**src/hdl/atmf_pkg.sv**
```systemverilog
// Package for the ARGB8888 to mask-format pixel packer.
// Holds widths, register indexes, reset masks and the mask decode functions.
// No dependencies.
`default_nettype none

package atmf_pkg;

	// Widths of the pixel, of one channel and of the shift and drop amounts.
	localparam int PIXEL_W  = 32;
	localparam int CHAN_W   = 8;
	localparam int NUM_CHAN = 4;
	localparam int SHIFT_W  = $clog2(PIXEL_W);
	localparam int DROP_W   = $clog2(CHAN_W + 1);
	localparam int SPAN_W   = $clog2(PIXEL_W + 1);
	localparam int CHAN_IDX_W = $clog2(NUM_CHAN);
	localparam int REG_IDX_W  = 3;

	typedef logic [PIXEL_W-1:0] pixel_t;
	typedef logic [CHAN_W-1:0]  chan_t;
	typedef logic [SHIFT_W-1:0] shift_t;
	typedef logic [DROP_W-1:0]  drop_t;
	typedef logic [REG_IDX_W-1:0] reg_idx_t;

	// Register indexes; channel registers share their index with the channel number.
	localparam reg_idx_t REG_RED   = 3'd0;
	localparam reg_idx_t REG_GREEN = 3'd1;
	localparam reg_idx_t REG_BLUE  = 3'd2;
	localparam reg_idx_t REG_ALPHA = 3'd3;
	localparam reg_idx_t REG_WIDE  = 3'd4;

	// Reset masks, in channel order red, green, blue, alpha.
	localparam pixel_t MASK_RESET [NUM_CHAN] = '{
		32'h00FF_0000, 32'h0000_FF00, 32'h0000_00FF, 32'hFF00_0000
	};

	// Position of each channel inside the ARGB8888 source pixel.
	localparam int CHAN_LSB [NUM_CHAN] = '{16, 8, 0, 24};

	// Trailing zero count of a mask; zero for an empty mask.
	function automatic shift_t mask_lsb(input pixel_t m);
		shift_t lo;
		lo = '0;
		for (int i = PIXEL_W - 1; i >= 0; i--) begin
			if (m[i]) begin
				lo = shift_t'(i);
			end
		end
		return lo;
	endfunction

	// Index of the highest set bit of a mask; zero for an empty mask.
	function automatic shift_t mask_msb(input pixel_t m);
		shift_t hi;
		hi = '0;
		for (int i = 0; i < PIXEL_W; i++) begin
			if (m[i]) begin
				hi = shift_t'(i);
			end
		end
		return hi;
	endfunction

	// Right drop applied to the 8-bit channel: eight minus the span, never negative.
	// An empty mask drops all eight bits.
	function automatic drop_t mask_drop(input pixel_t m);
		logic [SPAN_W-1:0] span;
		drop_t drop;
		span = SPAN_W'(mask_msb(m)) - SPAN_W'(mask_lsb(m)) + SPAN_W'(1);
		if (m == '0) begin
			drop = drop_t'(CHAN_W);
		end else if (span >= SPAN_W'(CHAN_W)) begin
			drop = '0;
		end else begin
			drop = drop_t'(SPAN_W'(CHAN_W) - span);
		end
		return drop;
	endfunction

endpackage

`default_nettype wire

```
**src/hdl/argb_to_mask_format_packer.sv**
```systemverilog
// Top level of the ARGB8888 to mask-format pixel packer: configuration registers
// and a four-stage conversion pipeline. Depends on atmf_pkg.
`default_nettype none

// The block converts one ARGB8888 pixel per clock, unless the output stalls, into
// an output format set by four channel masks and a 16/32-bit width bit. Throughput
// is one word per cycle without a stall. A word accepted into stage 1 moves through
// stages 2 and 3 and is offered from stage 4. The four pipeline stages (channel
// reduce, place and mask, pair add, final add) each hold one word and advance
// independently, so a stall on the output only fills the bubbles behind it. Shift
// amounts are decoded from the write data when a mask register is written, so the
// masks cost nothing per pixel. Write the registers only while no word is in flight.
module argb_to_mask_format_packer (
	input  wire logic                           clk,
	input  wire logic                           arst_n,
	input  wire logic                           cfg_write,
	input  wire logic [atmf_pkg::REG_IDX_W-1:0] cfg_index,
	input  wire logic [atmf_pkg::PIXEL_W-1:0]   cfg_data,
	input  wire logic                           source_valid,
	output logic                                source_ready,
	input  wire logic [atmf_pkg::PIXEL_W-1:0]   source_pixel,
	output logic                                packed_valid,
	input  wire logic                           packed_ready,
	output logic [atmf_pkg::PIXEL_W-1:0]        packed_pixel
);

	atmf_pkg::pixel_t mask_q   [atmf_pkg::NUM_CHAN];
	atmf_pkg::shift_t rshift_q [atmf_pkg::NUM_CHAN];
	atmf_pkg::drop_t  drop_q   [atmf_pkg::NUM_CHAN];
	logic             wide_q;

	logic valid_s1, valid_s2, valid_s3, valid_s4;
	logic adv_s1, adv_s2, adv_s3, adv_s4;

	atmf_pkg::chan_t  chan_s1  [atmf_pkg::NUM_CHAN];
	atmf_pkg::pixel_t placed_s2 [atmf_pkg::NUM_CHAN];
	atmf_pkg::pixel_t pair_s3  [2];
	atmf_pkg::pixel_t sum_s4;

	// Configuration registers; shift and drop are decoded from the write data.
	always_ff @(posedge clk or negedge arst_n) begin
		if (!arst_n) begin
			for (int i = 0; i < atmf_pkg::NUM_CHAN; i++) begin
				mask_q[i]   <= atmf_pkg::MASK_RESET[i];
				rshift_q[i] <= atmf_pkg::mask_lsb(atmf_pkg::MASK_RESET[i]);
				drop_q[i]   <= atmf_pkg::mask_drop(atmf_pkg::MASK_RESET[i]);
			end
			wide_q <= 1'b1;
		end else if (cfg_write) begin
			unique case (cfg_index) inside
				atmf_pkg::REG_RED, atmf_pkg::REG_GREEN,
				atmf_pkg::REG_BLUE, atmf_pkg::REG_ALPHA: begin
					mask_q[cfg_index[atmf_pkg::CHAN_IDX_W-1:0]]   <= cfg_data;
					rshift_q[cfg_index[atmf_pkg::CHAN_IDX_W-1:0]] <=
						atmf_pkg::mask_lsb(cfg_data);
					drop_q[cfg_index[atmf_pkg::CHAN_IDX_W-1:0]]   <=
						atmf_pkg::mask_drop(cfg_data);
				end
				atmf_pkg::REG_WIDE: begin
					wide_q <= cfg_data[0];
				end
				default: begin
				end
			endcase
		end
	end

	// Each stage advances when it is empty or the stage after it advances.
	assign adv_s4       = !valid_s4 || packed_ready;
	assign adv_s3       = !valid_s3 || adv_s4;
	assign adv_s2       = !valid_s2 || adv_s3;
	assign adv_s1       = !valid_s1 || adv_s2;
	assign source_ready = adv_s1;

	// Valid bits travel with the data.
	always_ff @(posedge clk or negedge arst_n) begin
		if (!arst_n) begin
			valid_s1 <= 1'b0;
			valid_s2 <= 1'b0;
			valid_s3 <= 1'b0;
			valid_s4 <= 1'b0;
		end else begin
			if (adv_s1) begin
				valid_s1 <= source_valid;
			end
			if (adv_s2) begin
				valid_s2 <= valid_s1;
			end
			if (adv_s3) begin
				valid_s3 <= valid_s2;
			end
			if (adv_s4) begin
				valid_s4 <= valid_s3;
			end
		end
	end

	// Stage 1: split the pixel and reduce each channel by its drop.
	always_ff @(posedge clk) begin
		if (adv_s1 && source_valid) begin
			for (int i = 0; i < atmf_pkg::NUM_CHAN; i++) begin
				chan_s1[i] <= source_pixel[atmf_pkg::CHAN_LSB[i] +: atmf_pkg::CHAN_W]
					>> drop_q[i];
			end
		end
	end

	// Stage 2: shift each channel into place; bits past the top fall off, then mask.
	always_ff @(posedge clk) begin
		if (adv_s2 && valid_s1) begin
			for (int i = 0; i < atmf_pkg::NUM_CHAN; i++) begin
				placed_s2[i] <= (atmf_pkg::PIXEL_W'(chan_s1[i]) << rshift_q[i])
					& mask_q[i];
			end
		end
	end

	// Stage 3: add the parts in pairs; overlapping masks carry, modulo 2^32.
	always_ff @(posedge clk) begin
		if (adv_s3 && valid_s2) begin
			pair_s3[0] <= placed_s2[0] + placed_s2[1];
			pair_s3[1] <= placed_s2[2] + placed_s2[3];
		end
	end

	// Stage 4: final sum, cut to 16 bits in narrow mode.
	always_ff @(posedge clk) begin
		if (adv_s4 && valid_s3) begin
			if (wide_q) begin
				sum_s4 <= pair_s3[0] + pair_s3[1];
			end else begin
				sum_s4 <= {{(atmf_pkg::PIXEL_W/2){1'b0}},
					pair_s3[0][atmf_pkg::PIXEL_W/2-1:0] + pair_s3[1][atmf_pkg::PIXEL_W/2-1:0]};
			end
		end
	end

	assign packed_valid = valid_s4;
	assign packed_pixel = sum_s4;

`ifndef SYNTHESIS
	// Narrow mode never shows upper bits.
	a_narrow_upper_zero: assert property (@(posedge clk) disable iff (!arst_n)
		packed_valid && !wide_q |-> packed_pixel[atmf_pkg::PIXEL_W-1:atmf_pkg::PIXEL_W/2] == '0)
		else $error("upper half set in 16-bit mode");

	// Backpressure on the input only when every stage holds a word.
	a_ready_only_when_full: assert property (@(posedge clk) disable iff (!arst_n)
		!source_ready |-> valid_s1 && valid_s2 && valid_s3 && valid_s4)
		else $error("input stalled with an empty stage");

	// A stalled stage 2 keeps its word.
	a_s2_hold: assert property (@(posedge clk) disable iff (!arst_n)
		valid_s2 && !adv_s3 |=> valid_s2 && $stable(placed_s2[0]))
		else $error("stage 2 word lost under stall");

	// Decoded drops never exceed the channel width.
	a_drop_range: assert property (@(posedge clk) disable iff (!arst_n)
		drop_q[0] <= atmf_pkg::DROP_W'(atmf_pkg::CHAN_W)
		&& drop_q[1] <= atmf_pkg::DROP_W'(atmf_pkg::CHAN_W)
		&& drop_q[2] <= atmf_pkg::DROP_W'(atmf_pkg::CHAN_W)
		&& drop_q[3] <= atmf_pkg::DROP_W'(atmf_pkg::CHAN_W))
		else $error("channel drop out of range");
`endif

endmodule

`default_nettype wire
```
**config.mk**
```make
export PLATFORM = sky130hd
export DESIGN_NAME = argb_to_mask_format_packer
export DESIGN_NICKNAME = d
export VERILOG_FILES = /design/src/hdl/atmf_pkg.sv /design/src/hdl/argb_to_mask_format_packer.sv
export SDC_FILE = /design/constraint.sdc
export NUM_CORES = 1
export LEC_CHECK = 0
export BUFFER_PORTS_ARGS = -buffer_cell sky130_fd_sc_hd__buf_2
export CAP_MARGIN = 10
export CORE_UTILIZATION = 55
export DETAILED_ROUTE_END_ITERATION = 6
export PLACE_DENSITY_LB_ADDON = 0.3
export SYNTH_ARGS = -nofsm -noshare
export SYNTH_HDL_FRONTEND = slang
export SYNTH_SLANG_ARGS = --single-unit
```
**constraint.sdc**
```tcl
create_clock -name clk -period 11.8 [get_ports clk]
set_input_delay 3.54 -clock clk [delete_from_list [all_inputs] [get_ports clk]]
set_output_delay 3.54 -clock clk [all_outputs]
set_load 0.1 [all_outputs]
```
==> flow_summary.html, run 1 <==
<table>
<tr><th>Metric</th><th>Value</th></tr>
<tr><th colspan="2">Outcome</th></tr>
<tr><td>Status</td><td>finished clean</td></tr>
<tr><th colspan="2">Die</th></tr>
<tr><td>Num ports</td><td>106</td></tr>
<tr><td>Area of the placeable core</td><td>0.0409 mm^2</td></tr>
<tr><td>Die Y-Extent</td><td>206 um</td></tr>
<tr><td>Effective utilization at floorplan</td><td>56.0%</td></tr>
<tr><td>Die area</td><td>0.0425 mm^2</td></tr>
<tr><td>Overall die width</td><td>206 um</td></tr>
<tr><td># rows</td><td>74</td></tr>
<tr><th colspan="2">Placed design</th></tr>
<tr><td>I/O Buffers</td><td>105</td></tr>
<tr><td>Pre-CTS setup slack</td><td>3.74 ns</td></tr>
<tr><td>Routability congestion estimate</td><td>0.912</td></tr>
<tr><td>Hpwl dp</td><td>45800 um</td></tr>
<tr><th colspan="2">Setup path</th></tr>
<tr><td>Cell type group with the largest total delay on the critical path</td><td>simple AND/OR/NAND/NOR gates</td></tr>
<tr><td>Most used cell along the critical path</td><td>buf_2</td></tr>
<tr><td>Required @ worst endpoint</td><td>8.26 ns</td></tr>
<tr><td>Critical path class</td><td>input port to primary output</td></tr>
<tr><td>Worst r2r dst</td><td>packed_pixel[30]</td></tr>
<tr><td>Worst setup endpoint</td><td>source_ready</td></tr>
<tr><td>Launch instance of the worst register-to-register path</td><td>pair_s3[0][32]</td></tr>
<tr><td>Highest cell delay on the worst timing path</td><td>0.35 ns</td></tr>
<tr><td>Start point of the critical path</td><td>packed_ready</td></tr>
<tr><td>Setup slack on the worst flop-to-flop path</td><td>8.37 ns</td></tr>
<tr><td>Largest fanout on the critical path</td><td>5</td></tr>
<tr><td>Critical Path, Cell by Cell</td><td>buf_2 &gt; nor2b_1 &gt; nand4_1 &gt; buf_2</td></tr>
<tr><td>Nature of the critical path endpoint</td><td>primary output</td></tr>
<tr><td>Crit-path slowest cell</td><td>nor2b_1</td></tr>
<tr><td>Launching element type of the critical path</td><td>input port</td></tr>
<tr><td>Number of cell instances on the worst register-to-register path</td><td>12</td></tr>
<tr><td>Buffers and inverters on the worst path</td><td>2</td></tr>
<tr><td>Total number of cells along the worst setup path</td><td>4</td></tr>
<tr><td>Data arrival time of the critical path</td><td>4.52 ns</td></tr>
<tr><th colspan="2">Pwr</th></tr>
<tr><td>Fraction of power consumed by the clock network</td><td>28.8%</td></tr>
<tr><td>Worst supply voltage drop on vdd</td><td>0.202 mV</td></tr>
<tr><td>Net switching power</td><td>1.74 mW</td></tr>
<tr><td>Fraction of power consumed by sequential logic</td><td>41.5%</td></tr>
<tr><td>Power Density</td><td>198 mW/mm^2</td></tr>
<tr><td>Cell Int Power</td><td>3.28 mW</td></tr>
<tr><td>Combinational Power Share</td><td>29.7%</td></tr>
<tr><td>Switching portion of total power</td><td>34.6%</td></tr>
<tr><td>Standby leakage power</td><td>10.4 nW</td></tr>
<tr><th colspan="2">Clocking</th></tr>
<tr><td>Clock insertion delay at the later pin of the skew report</td><td>0.57 ns</td></tr>
<tr><td>CTS H-tree lvls</td><td>2</td></tr>
<tr><td>Inserted Clock Buffers</td><td>45</td></tr>
<tr><td>Clock tree from TritonCTS</td><td>built</td></tr>
<tr><td>Cts hold-fix bufs</td><td>0</td></tr>
<tr><td>Cells resized by post-CTS repair</td><td>0</td></tr>
<tr><td>Clock root cell</td><td>clkbuf_16</td></tr>
<tr><td>Number of buffers on the longest clock path</td><td>3</td></tr>
<tr><td># Post-CTS Setup Buffers</td><td>0</td></tr>
<tr><td>Clock-pin slew of the registers on the worst-case setup and hold paths</td><td>0.06 ns</td></tr>
<tr><td>Clock tree sinks</td><td>425</td></tr>
<tr><th colspan="2">Yosys</th></tr>
<tr><td>Number of enable-type register cells in the synthesized netlist</td><td>256</td></tr>
<tr><td>Post-Synthesis Mean Instance Area</td><td>10.7 um^2</td></tr>
<tr><td>Synth Net Count</td><td>2330</td></tr>
<tr><td>Sequential area share after synthesis</td><td>52.2%</td></tr>
<tr><td>Yosys warning total</td><td>0</td></tr>
<tr><td>Post-synthesis register bit count</td><td>425</td></tr>
<tr><td>Cells after Synth</td><td>2151</td></tr>
<tr><td>Primary FF master, synth</td><td>edfxtp_1</td></tr>
<tr><td>Proportion of synthesized flip-flops having asynchronous set or reset</td><td>39.8%</td></tr>
<tr><td>Synth Cell Area</td><td>0.0229 mm^2</td></tr>
<tr><td>Netlist cell types</td><td>76</td></tr>
<tr><th colspan="2">Route</th></tr>
<tr><td>Number of search-and-repair iterations in the first detailed-routing pass</td><td>6</td></tr>
<tr><td>Via count</td><td>16706</td></tr>
<tr><td>Total Wirelength</td><td>60000 um</td></tr>
<tr><td>Average routed wire per standard cell</td><td>21.5 um</td></tr>
<tr><td>Detailed-route vias per instance</td><td>5.98</td></tr>
<tr><td>Count of routing violations after the opening detailed-route iteration</td><td>1258</td></tr>
<tr><td>Antenna violation net count after detailed routing</td><td>0</td></tr>
<tr><td>DRC Markers</td><td>0</td></tr>
<tr><th colspan="2">Cells and area</th></tr>
<tr><td>Number of diodes</td><td>0</td></tr>
<tr><td>Net count, final</td><td>2402</td></tr>
<tr><td>Area growth, synth to finish</td><td>10.8%</td></tr>
<tr><td>Layout cells sized above 1</td><td>15.8%</td></tr>
<tr><th colspan="2">Timing</th></tr>
<tr><td>Final hold violations</td><td>0</td></tr>
<tr><td>Slew at the pin closest to its max-slew limit</td><td>1.22 ns</td></tr>
<tr><td>Worst clock skew</td><td>0.0189 ns</td></tr>
<tr><td>Worst Hold Slack</td><td>0.455 ns</td></tr>
<tr><td>Max Slew Vio Count</td><td>0</td></tr>
<tr><td>Setup repair after global routing missed its margin</td><td>false</td></tr>
<tr><td>Portion of the clock cycle consumed by the worst path in the final layout</td><td>68.3%</td></tr>
<tr><td>Worst slew slack as a fraction of its limit</td><td>18.8%</td></tr>
<tr><td>Maximum operating frequency</td><td>124 MHz</td></tr>
<tr><td>Setup violation total in the final timing report</td><td>0</td></tr>
<tr><td>Minimum period implied by the final worst setup slack</td><td>8.06 ns</td></tr>
<tr><td>Worst setup slack after layout</td><td>3.74 ns</td></tr>
<tr><td>Final total negative setup slack</td><td>0 ns</td></tr>
<tr><th colspan="2">Run</th></tr>
<tr><td>Max capacitance violation total</td><td>0</td></tr>
<tr><th colspan="2">Global route</th></tr>
<tr><td>Overflow left after global routing</td><td>0</td></tr>
<tr><td>Largest net degree at the start of global routing</td><td>104</td></tr>
<tr><td>Via count of the first global-routing pass</td><td>15702</td></tr>
<tr><td>Global-route wire length before repair</td><td>90800 um</td></tr>
<tr><td>Antenna violations before repair</td><td>0</td></tr>
<tr><td>Overall Global Routing Usage</td><td>28.6%</td></tr>
<tr><th colspan="2">Worst hold path</th></tr>
<tr><td>Worst hold path class</td><td>register to register</td></tr>
</table>
==> cells in the final DEF, fill, tap and decap left out, types with 10 or more instances in the layout <==
master,synthesis,routed
o31ai_1,14,14
clkbuf_16,0,48
and3_1,59,59
xor2_1,22,22
o21a_1,23,23
a21oi_1,127,127
a211oi_1,22,22
dfstp_2,37,37
inv_1,62,62
nor3b_1,16,16
o21ai_1,11,11
buf_2,3,104
nand3_1,30,29
mux2i_1,35,35
and3b_1,24,24
edfxtp_1,256,256
ha_1,103,103
xnor2_1,61,61
mux4_2,10,10
o21ai_0,153,153
mux2_2,96,96
a31oi_1,14,14
nand2b_1,35,35
nor2b_1,45,44
o21bai_1,10,10
dfrtp_1,132,132
or3_1,11,11
and2_1,14,12
a21o_1,32,32
nor4_1,14,14
nor3_1,31,31
o22ai_1,20,20
nand2_1,278,277
nor2_1,175,174
==> power groups by stage <==
stage | sequential, mW | clock [mW] | combinational, mW
6_report | 2.08 | 1.45 | 1.49
2_1_floorplan | 2.35 | 0 | 0.865
4_1_cts | 2.08 | 1.47 | 1.49
3_5_place_dp | 2.11 | 0 | 1.48
5_1_grt | 2.10 | 1.52 | 1.61
3_3_place_gp | 2.10 | 0 | 1.45
==> kinds of logic (layout without fill, tap and decap cells) <==
kind of cell               Yosys count  in the layout  share of synthesized area, %
adders and majority gates          107            107                          5.97
AOI/OAI and AO/OA                  490            490                          13.2
DFF                                425            425                          52.2
and+or+nand+nor                    755            755                          15.8
xor gates and xnor gates            83             83                          3.17
buffers and inverters              150            259                          2.47
muxes                              141            141                          7.23
==> worst register-to-register path, cell delays in order (launching register included) <==
cell	delay [ns]
edfxtp_1	0.34
ha_1	0.22
inv_1	0.07
fa_1	0.39
and2b_1	0.22
o31a_2	0.15
o21ai_1	0.08
a211o_2	0.40
a2111oi_4	0.42
o31ai_2	0.20
o311ai_1	0.40
and3_1	0.22
nor3_2	0.05
==> flip-flops by register name, summed over array words and instances, names as in the netlist <==
register,flops
chan_s1,32
drop_q,16
mask_q,128
packed_pixel,32
packed_valid,1
pair_s3,64
placed_s2,128
rshift_q,20
valid_s1,1
valid_s2,1
valid_s3,1
wide_q,1
==> per-layer routing <==
| layer | vias up | global-route usage, % | part of all wire, % |
|---|---|---|---|
| met5 | - | 0 | 0 |
| met4 | 0 | 13.4 | 4.6 |
| met3 | 128 | 3.91 | 5.6 |
| met2 | 548 | 45.9 | 47 |
| met1 | 8051 | 38.6 | 43 |
| li1 | 7979 | - | - |
==> cell usage after synthesis, drive strengths merged (23+ instances only) <==
cell type	instances	area share, %
a21o	33	1.1
a21oi	127	2.8
and3	59	1.6
and3b	24	0.92
clkbuf	82	1.3
dfrtp	132	14
dfstp	37	4.2
edfxtp	256	34
ha	103	5.6
inv	62	1.0
mux2	96	4.7
mux2i	35	1.5
nand2	279	4.6
nand2b	35	0.96
nand3	30	0.66
nor2	175	2.9
nor2b	45	1.2
nor3	32	0.72
o21a	23	0.75
o21ai	165	3.6
xnor2	61	2.3
==> area by class of cell <==
type                    instances  area (um^2)
inverters                      62          233
multi-input cells            1576        10400
clock buffers                  62         1320
clock inverters                22          214
well taps                     532          666
repair buffers                113          592
fillers                      3345        15500
flip-flops and latches        425        12000
==> worst min-delay path by stage <==
| stage | start | end | depth (start not counted) | slack (ns) |
|---|---|---|---|---|
| global placement | mask_q[32] | mask_q[32] | 2 | 0.45 |
| floorplan | mask_q[32] | mask_q[32] | 2 | 0.44 |
| global route | mask_q[36] | mask_q[36] | 2 | 0.47 |
| finish | mask_q[37] | mask_q[37] | 2 | 0.46 |
| CTS | mask_q[36] | mask_q[36] | 2 | 0.46 |
| detailed placement | mask_q[36] | mask_q[36] | 2 | 0.45 |
==> metrics by stage <==
step | util, % | area, um^2 | cells | power, mW
2_1_floorplan | - | 22900 | 2151 | 3.21
3_3_place_gp | 58.3 | 23900 | 2708 | 3.55
3_5_place_dp | 58.3 | 23900 | 2708 | 3.59
4_1_cts | 62.1 | 25400 | 2792 | 5.04
5_1_grt | 62.1 | 25400 | 2792 | 5.23
6_report | 62.1 | 25400 | 2792 | 5.02
Note: power is estimated with default switching activity, not from simulation.
==> run 2, diff against run 1 <==
clock period = 7.4 ns   (was 11.8 ns; I/O delays follow)
==> run 2 against run 1 <==
Compared with the run above:
- sequential power is 60% higher
- core utilization up 0.19 points
- count of clock-buffer cells in the layout up 2
- total power up 61%
- sequential share of layout area is 0.15 points lower
- global-route usage increased by 1.5 points
- design area increased by 0.31%
- hold slack improved by 0.0028 ns
- clock skew is 0.0016 ns higher
- die area stayed put
- critical path depth up 16
- critical endpoint is now drop_q[15]
==> flow_summary.html, run 2 (synthesis gave the netlist of run 1 again) <==
<table>
<tr><th>Metric</th><th>Value</th></tr>
<tr><th colspan="2">Clocking</th></tr>
<tr><td>Number of buffers on the longest clock path</td><td>3</td></tr>
<tr><td>Cells resized by post-CTS repair</td><td>0</td></tr>
<tr><td>CTS H-tree lvls</td><td>2</td></tr>
<tr><td>Clock-pin slew of the registers on the worst-case setup and hold paths</td><td>0.06 ns</td></tr>
<tr><td>Clock tree from TritonCTS</td><td>built</td></tr>
<tr><td>Clock root cell</td><td>clkbuf_16</td></tr>
<tr><td>Inserted Clock Buffers</td><td>45</td></tr>
<tr><td>Clock insertion delay at the later pin of the skew report</td><td>0.59 ns</td></tr>
<tr><td>Cts hold-fix bufs</td><td>0</td></tr>
<tr><td># Post-CTS Setup Buffers</td><td>0</td></tr>
<tr><td>Clock tree sinks</td><td>425</td></tr>
<tr><th colspan="2">Pwr</th></tr>
<tr><td>Design Power</td><td>8.09 mW</td></tr>
<tr><td>Power Density</td><td>317 mW/mm^2</td></tr>
<tr><td>Standby leakage power</td><td>10.5 nW</td></tr>
<tr><td>Worst supply voltage drop on vdd</td><td>0.286 mV</td></tr>
<tr><th colspan="2">Global route</th></tr>
<tr><td>Overall Global Routing Usage</td><td>30.1%</td></tr>
<tr><td>Global Route met3 Usage</td><td>4.97%</td></tr>
<tr><td>GR Util met1</td><td>40.0%</td></tr>
<tr><td>Met2 Use GR</td><td>48.9%</td></tr>
<tr><td>Global-route wire length before repair</td><td>94800 um</td></tr>
<tr><td>Layer carrying the most global-route usage</td><td>met2</td></tr>
<tr><td>Overflow left after global routing</td><td>0</td></tr>
<tr><td>Antenna violations before repair</td><td>2</td></tr>
<tr><td>Largest net degree at the start of global routing</td><td>79</td></tr>
<tr><td>Via count of the first global-routing pass</td><td>16129</td></tr>
<tr><th colspan="2">Placed design</th></tr>
<tr><td>Pre-CTS setup slack</td><td>1.05 ns</td></tr>
<tr><td>Hpwl dp</td><td>47800 um</td></tr>
<tr><td>Routability congestion estimate</td><td>0.932</td></tr>
<tr><td>I/O Buffers</td><td>105</td></tr>
<tr><td>DP Cell Count</td><td>2712</td></tr>
<tr><td>Placement-stage cell area</td><td>0.0239 mm^2</td></tr>
<tr><th colspan="2">Timing</th></tr>
<tr><td>Minimum period implied by the final worst setup slack</td><td>5.80 ns</td></tr>
<tr><td>Portion of the clock cycle consumed by the worst path in the final layout</td><td>78.4%</td></tr>
<tr><td>Worst clock skew</td><td>0.0205 ns</td></tr>
<tr><td>Final total negative setup slack</td><td>0 ns</td></tr>
<tr><td>Worst setup slack after layout</td><td>1.60 ns</td></tr>
<tr><td>Slew at the pin closest to its max-slew limit</td><td>1.19 ns</td></tr>
<tr><td>Max Slew Vio Count</td><td>0</td></tr>
<tr><td>Final hold violations</td><td>0</td></tr>
<tr><td>Maximum operating frequency</td><td>172 MHz</td></tr>
<tr><td>Setup violation total in the final timing report</td><td>0</td></tr>
<tr><td>Setup repair after global routing missed its margin</td><td>false</td></tr>
<tr><td>Worst slew slack as a fraction of its limit</td><td>20.8%</td></tr>
<tr><td>Worst Hold Slack</td><td>0.458 ns</td></tr>
<tr><th colspan="2">Cells and area</th></tr>
<tr><td>Core occupancy in the finished layout</td><td>62.3%</td></tr>
<tr><td>Most common cell after layout, fill and taps aside</td><td>nand2_1</td></tr>
<tr><td>Most frequent cells in the layout</td><td>nand2_1, edfxtp_1, nor2_1</td></tr>
<tr><td>Layout cells sized above 1</td><td>15.9%</td></tr>
<tr><td>Largest registers in the final layout</td><td>mask_q: 128 flops, placed_s2: 128 flops, pair_s3: 64 flops</td></tr>
<tr><td>Final-layout fill cell count</td><td>3325</td></tr>
<tr><td>Post-route standard cell area excluding fillers</td><td>0.0255 mm^2</td></tr>
<tr><td>Area growth, synth to finish</td><td>11.2%</td></tr>
<tr><td>Final standard cell count with taps included and fillers excluded</td><td>2798</td></tr>
<tr><td>Net count, final</td><td>2406</td></tr>
<tr><th colspan="2">Route</th></tr>
<tr><td>DRC Markers</td><td>0</td></tr>
<tr><td>Detailed-route vias per instance</td><td>6.04</td></tr>
<tr><td>Number of search-and-repair iterations in the first detailed-routing pass</td><td>7</td></tr>
<tr><td>Count of routing violations after the opening detailed-route iteration</td><td>1504</td></tr>
<tr><td>Average routed wire per standard cell</td><td>22.3 um</td></tr>
<tr><td>Total Wirelength</td><td>62400 um</td></tr>
<tr><td>Antenna violation net count after detailed routing</td><td>0</td></tr>
<tr><td>Via count</td><td>16903</td></tr>
<tr><th colspan="2">Die</th></tr>
<tr><td># rows</td><td>74</td></tr>
<tr><td>Num ports</td><td>106</td></tr>
<tr><td>Die Y-Extent</td><td>206 um</td></tr>
<tr><td>Die area</td><td>0.0425 mm^2</td></tr>
<tr><td>Effective utilization at floorplan</td><td>56.0%</td></tr>
<tr><td>Overall die width</td><td>206 um</td></tr>
<tr><td>Area of the placeable core</td><td>0.0409 mm^2</td></tr>
<tr><th colspan="2">Setup path</th></tr>
<tr><td>Critical path class</td><td>input port to register</td></tr>
<tr><td>Largest fanout on the critical path</td><td>6</td></tr>
<tr><td>Worst r2r dst</td><td>pair_s3[0][63]</td></tr>
<tr><td>Highest cell delay on the worst timing path</td><td>0.75 ns</td></tr>
<tr><td>Launching element type of the critical path</td><td>input port</td></tr>
<tr><td>Data arrival time of the critical path</td><td>6.30 ns</td></tr>
<tr><td>Nature of the critical path endpoint</td><td>register</td></tr>
<tr><td>Setup slack on the worst flop-to-flop path</td><td>3.89 ns</td></tr>
<tr><td>Required @ worst endpoint</td><td>7.90 ns</td></tr>
<tr><td>Crit-path slowest cell</td><td>o31ai_1</td></tr>
<tr><td>Launch instance of the worst register-to-register path</td><td>placed_s2[2][12]</td></tr>
<tr><td>Critical Path, Cell by Cell</td><td>buf_2 &gt; inv_1 &gt; a21oi_1 &gt; o21bai_1 &gt; a21oi_1 &gt; nor2_1 &gt; a2111oi_0 &gt; a211oi_1 &gt; o31ai_1 &gt; ha_1 &gt; ha_1 &gt; inv_1 &gt; fa_1 &gt; a2111oi_0 &gt; a21oi_1 &gt; nor2_1 &gt; o211ai_1 &gt; nor4b_1 &gt; nor2_1 &gt; o21ai_0</td></tr>
<tr><td>Number of cell instances on the worst register-to-register path</td><td>10</td></tr>
<tr><th colspan="2">Run</th></tr>
<tr><td>Max capacitance violation total</td><td>0</td></tr>
<tr><th colspan="2">Worst hold path</th></tr>
<tr><td>Cell count of the worst hold path</td><td>2</td></tr>
<tr><td>Worst hold path class</td><td>register to register</td></tr>
<tr><td>Endpoint of the worst hold path</td><td>mask_q[32]</td></tr>
<tr><td>Startpoint of the lowest-slack hold path</td><td>mask_q[32]</td></tr>
<tr><th colspan="2">Outcome</th></tr>
<tr><td>Status</td><td>finished clean</td></tr>
</table>
==> run 2: final cells by class <==
class | instances | area [um^2] | area share [%]
repair buffers | 117 | 622 | 2.44
multi-input cells | 1576 | 10400 | 40.9
diodes | 2 | 5.00 | 0.0196
clock buffers | 64 | 1330 | 5.22
well taps | 532 | 666 | 2.61
flip-flops and latches | 425 | 12000 | 46.9
clock inverters | 20 | 250 | 0.982
inverters | 62 | 233 | 0.913
==> run 2: layer usage <==
metal	part of all wire (%)	wire length, um
met5	0	0
met4	4.3	2690
met3	6.5	4070
met2	47	29400
met1	42	26200
==> run 2: worst max-delay path by stage <==
stage / from / to / slack (ns)
global placement: cfg_data[16] / drop_q[7] / 1.15
CTS: cfg_data[16] / drop_q[15] / 1.63
finish: cfg_data[16] / drop_q[15] / 1.60
detailed placement: cfg_data[16] / drop_q[15] / 1.05
global route: cfg_data[16] / drop_q[7] / 0.97
floorplan: packed_ready / placed_s2[0][0] / 1.57
==> run 2: power by group <==
part           internal (mW)  switching (mW)
sequential              3.07           0.250
clock                   1.43           0.950
combinational          0.794            1.59
total                   5.30            2.79
==> run 2: critical path: cells and delay by family <==
family          cells  cell delay, ns
simple gates        4            0.54
buf+inv             3            0.34
compound gates     10            2.31
fa+ha+maj           3            0.88
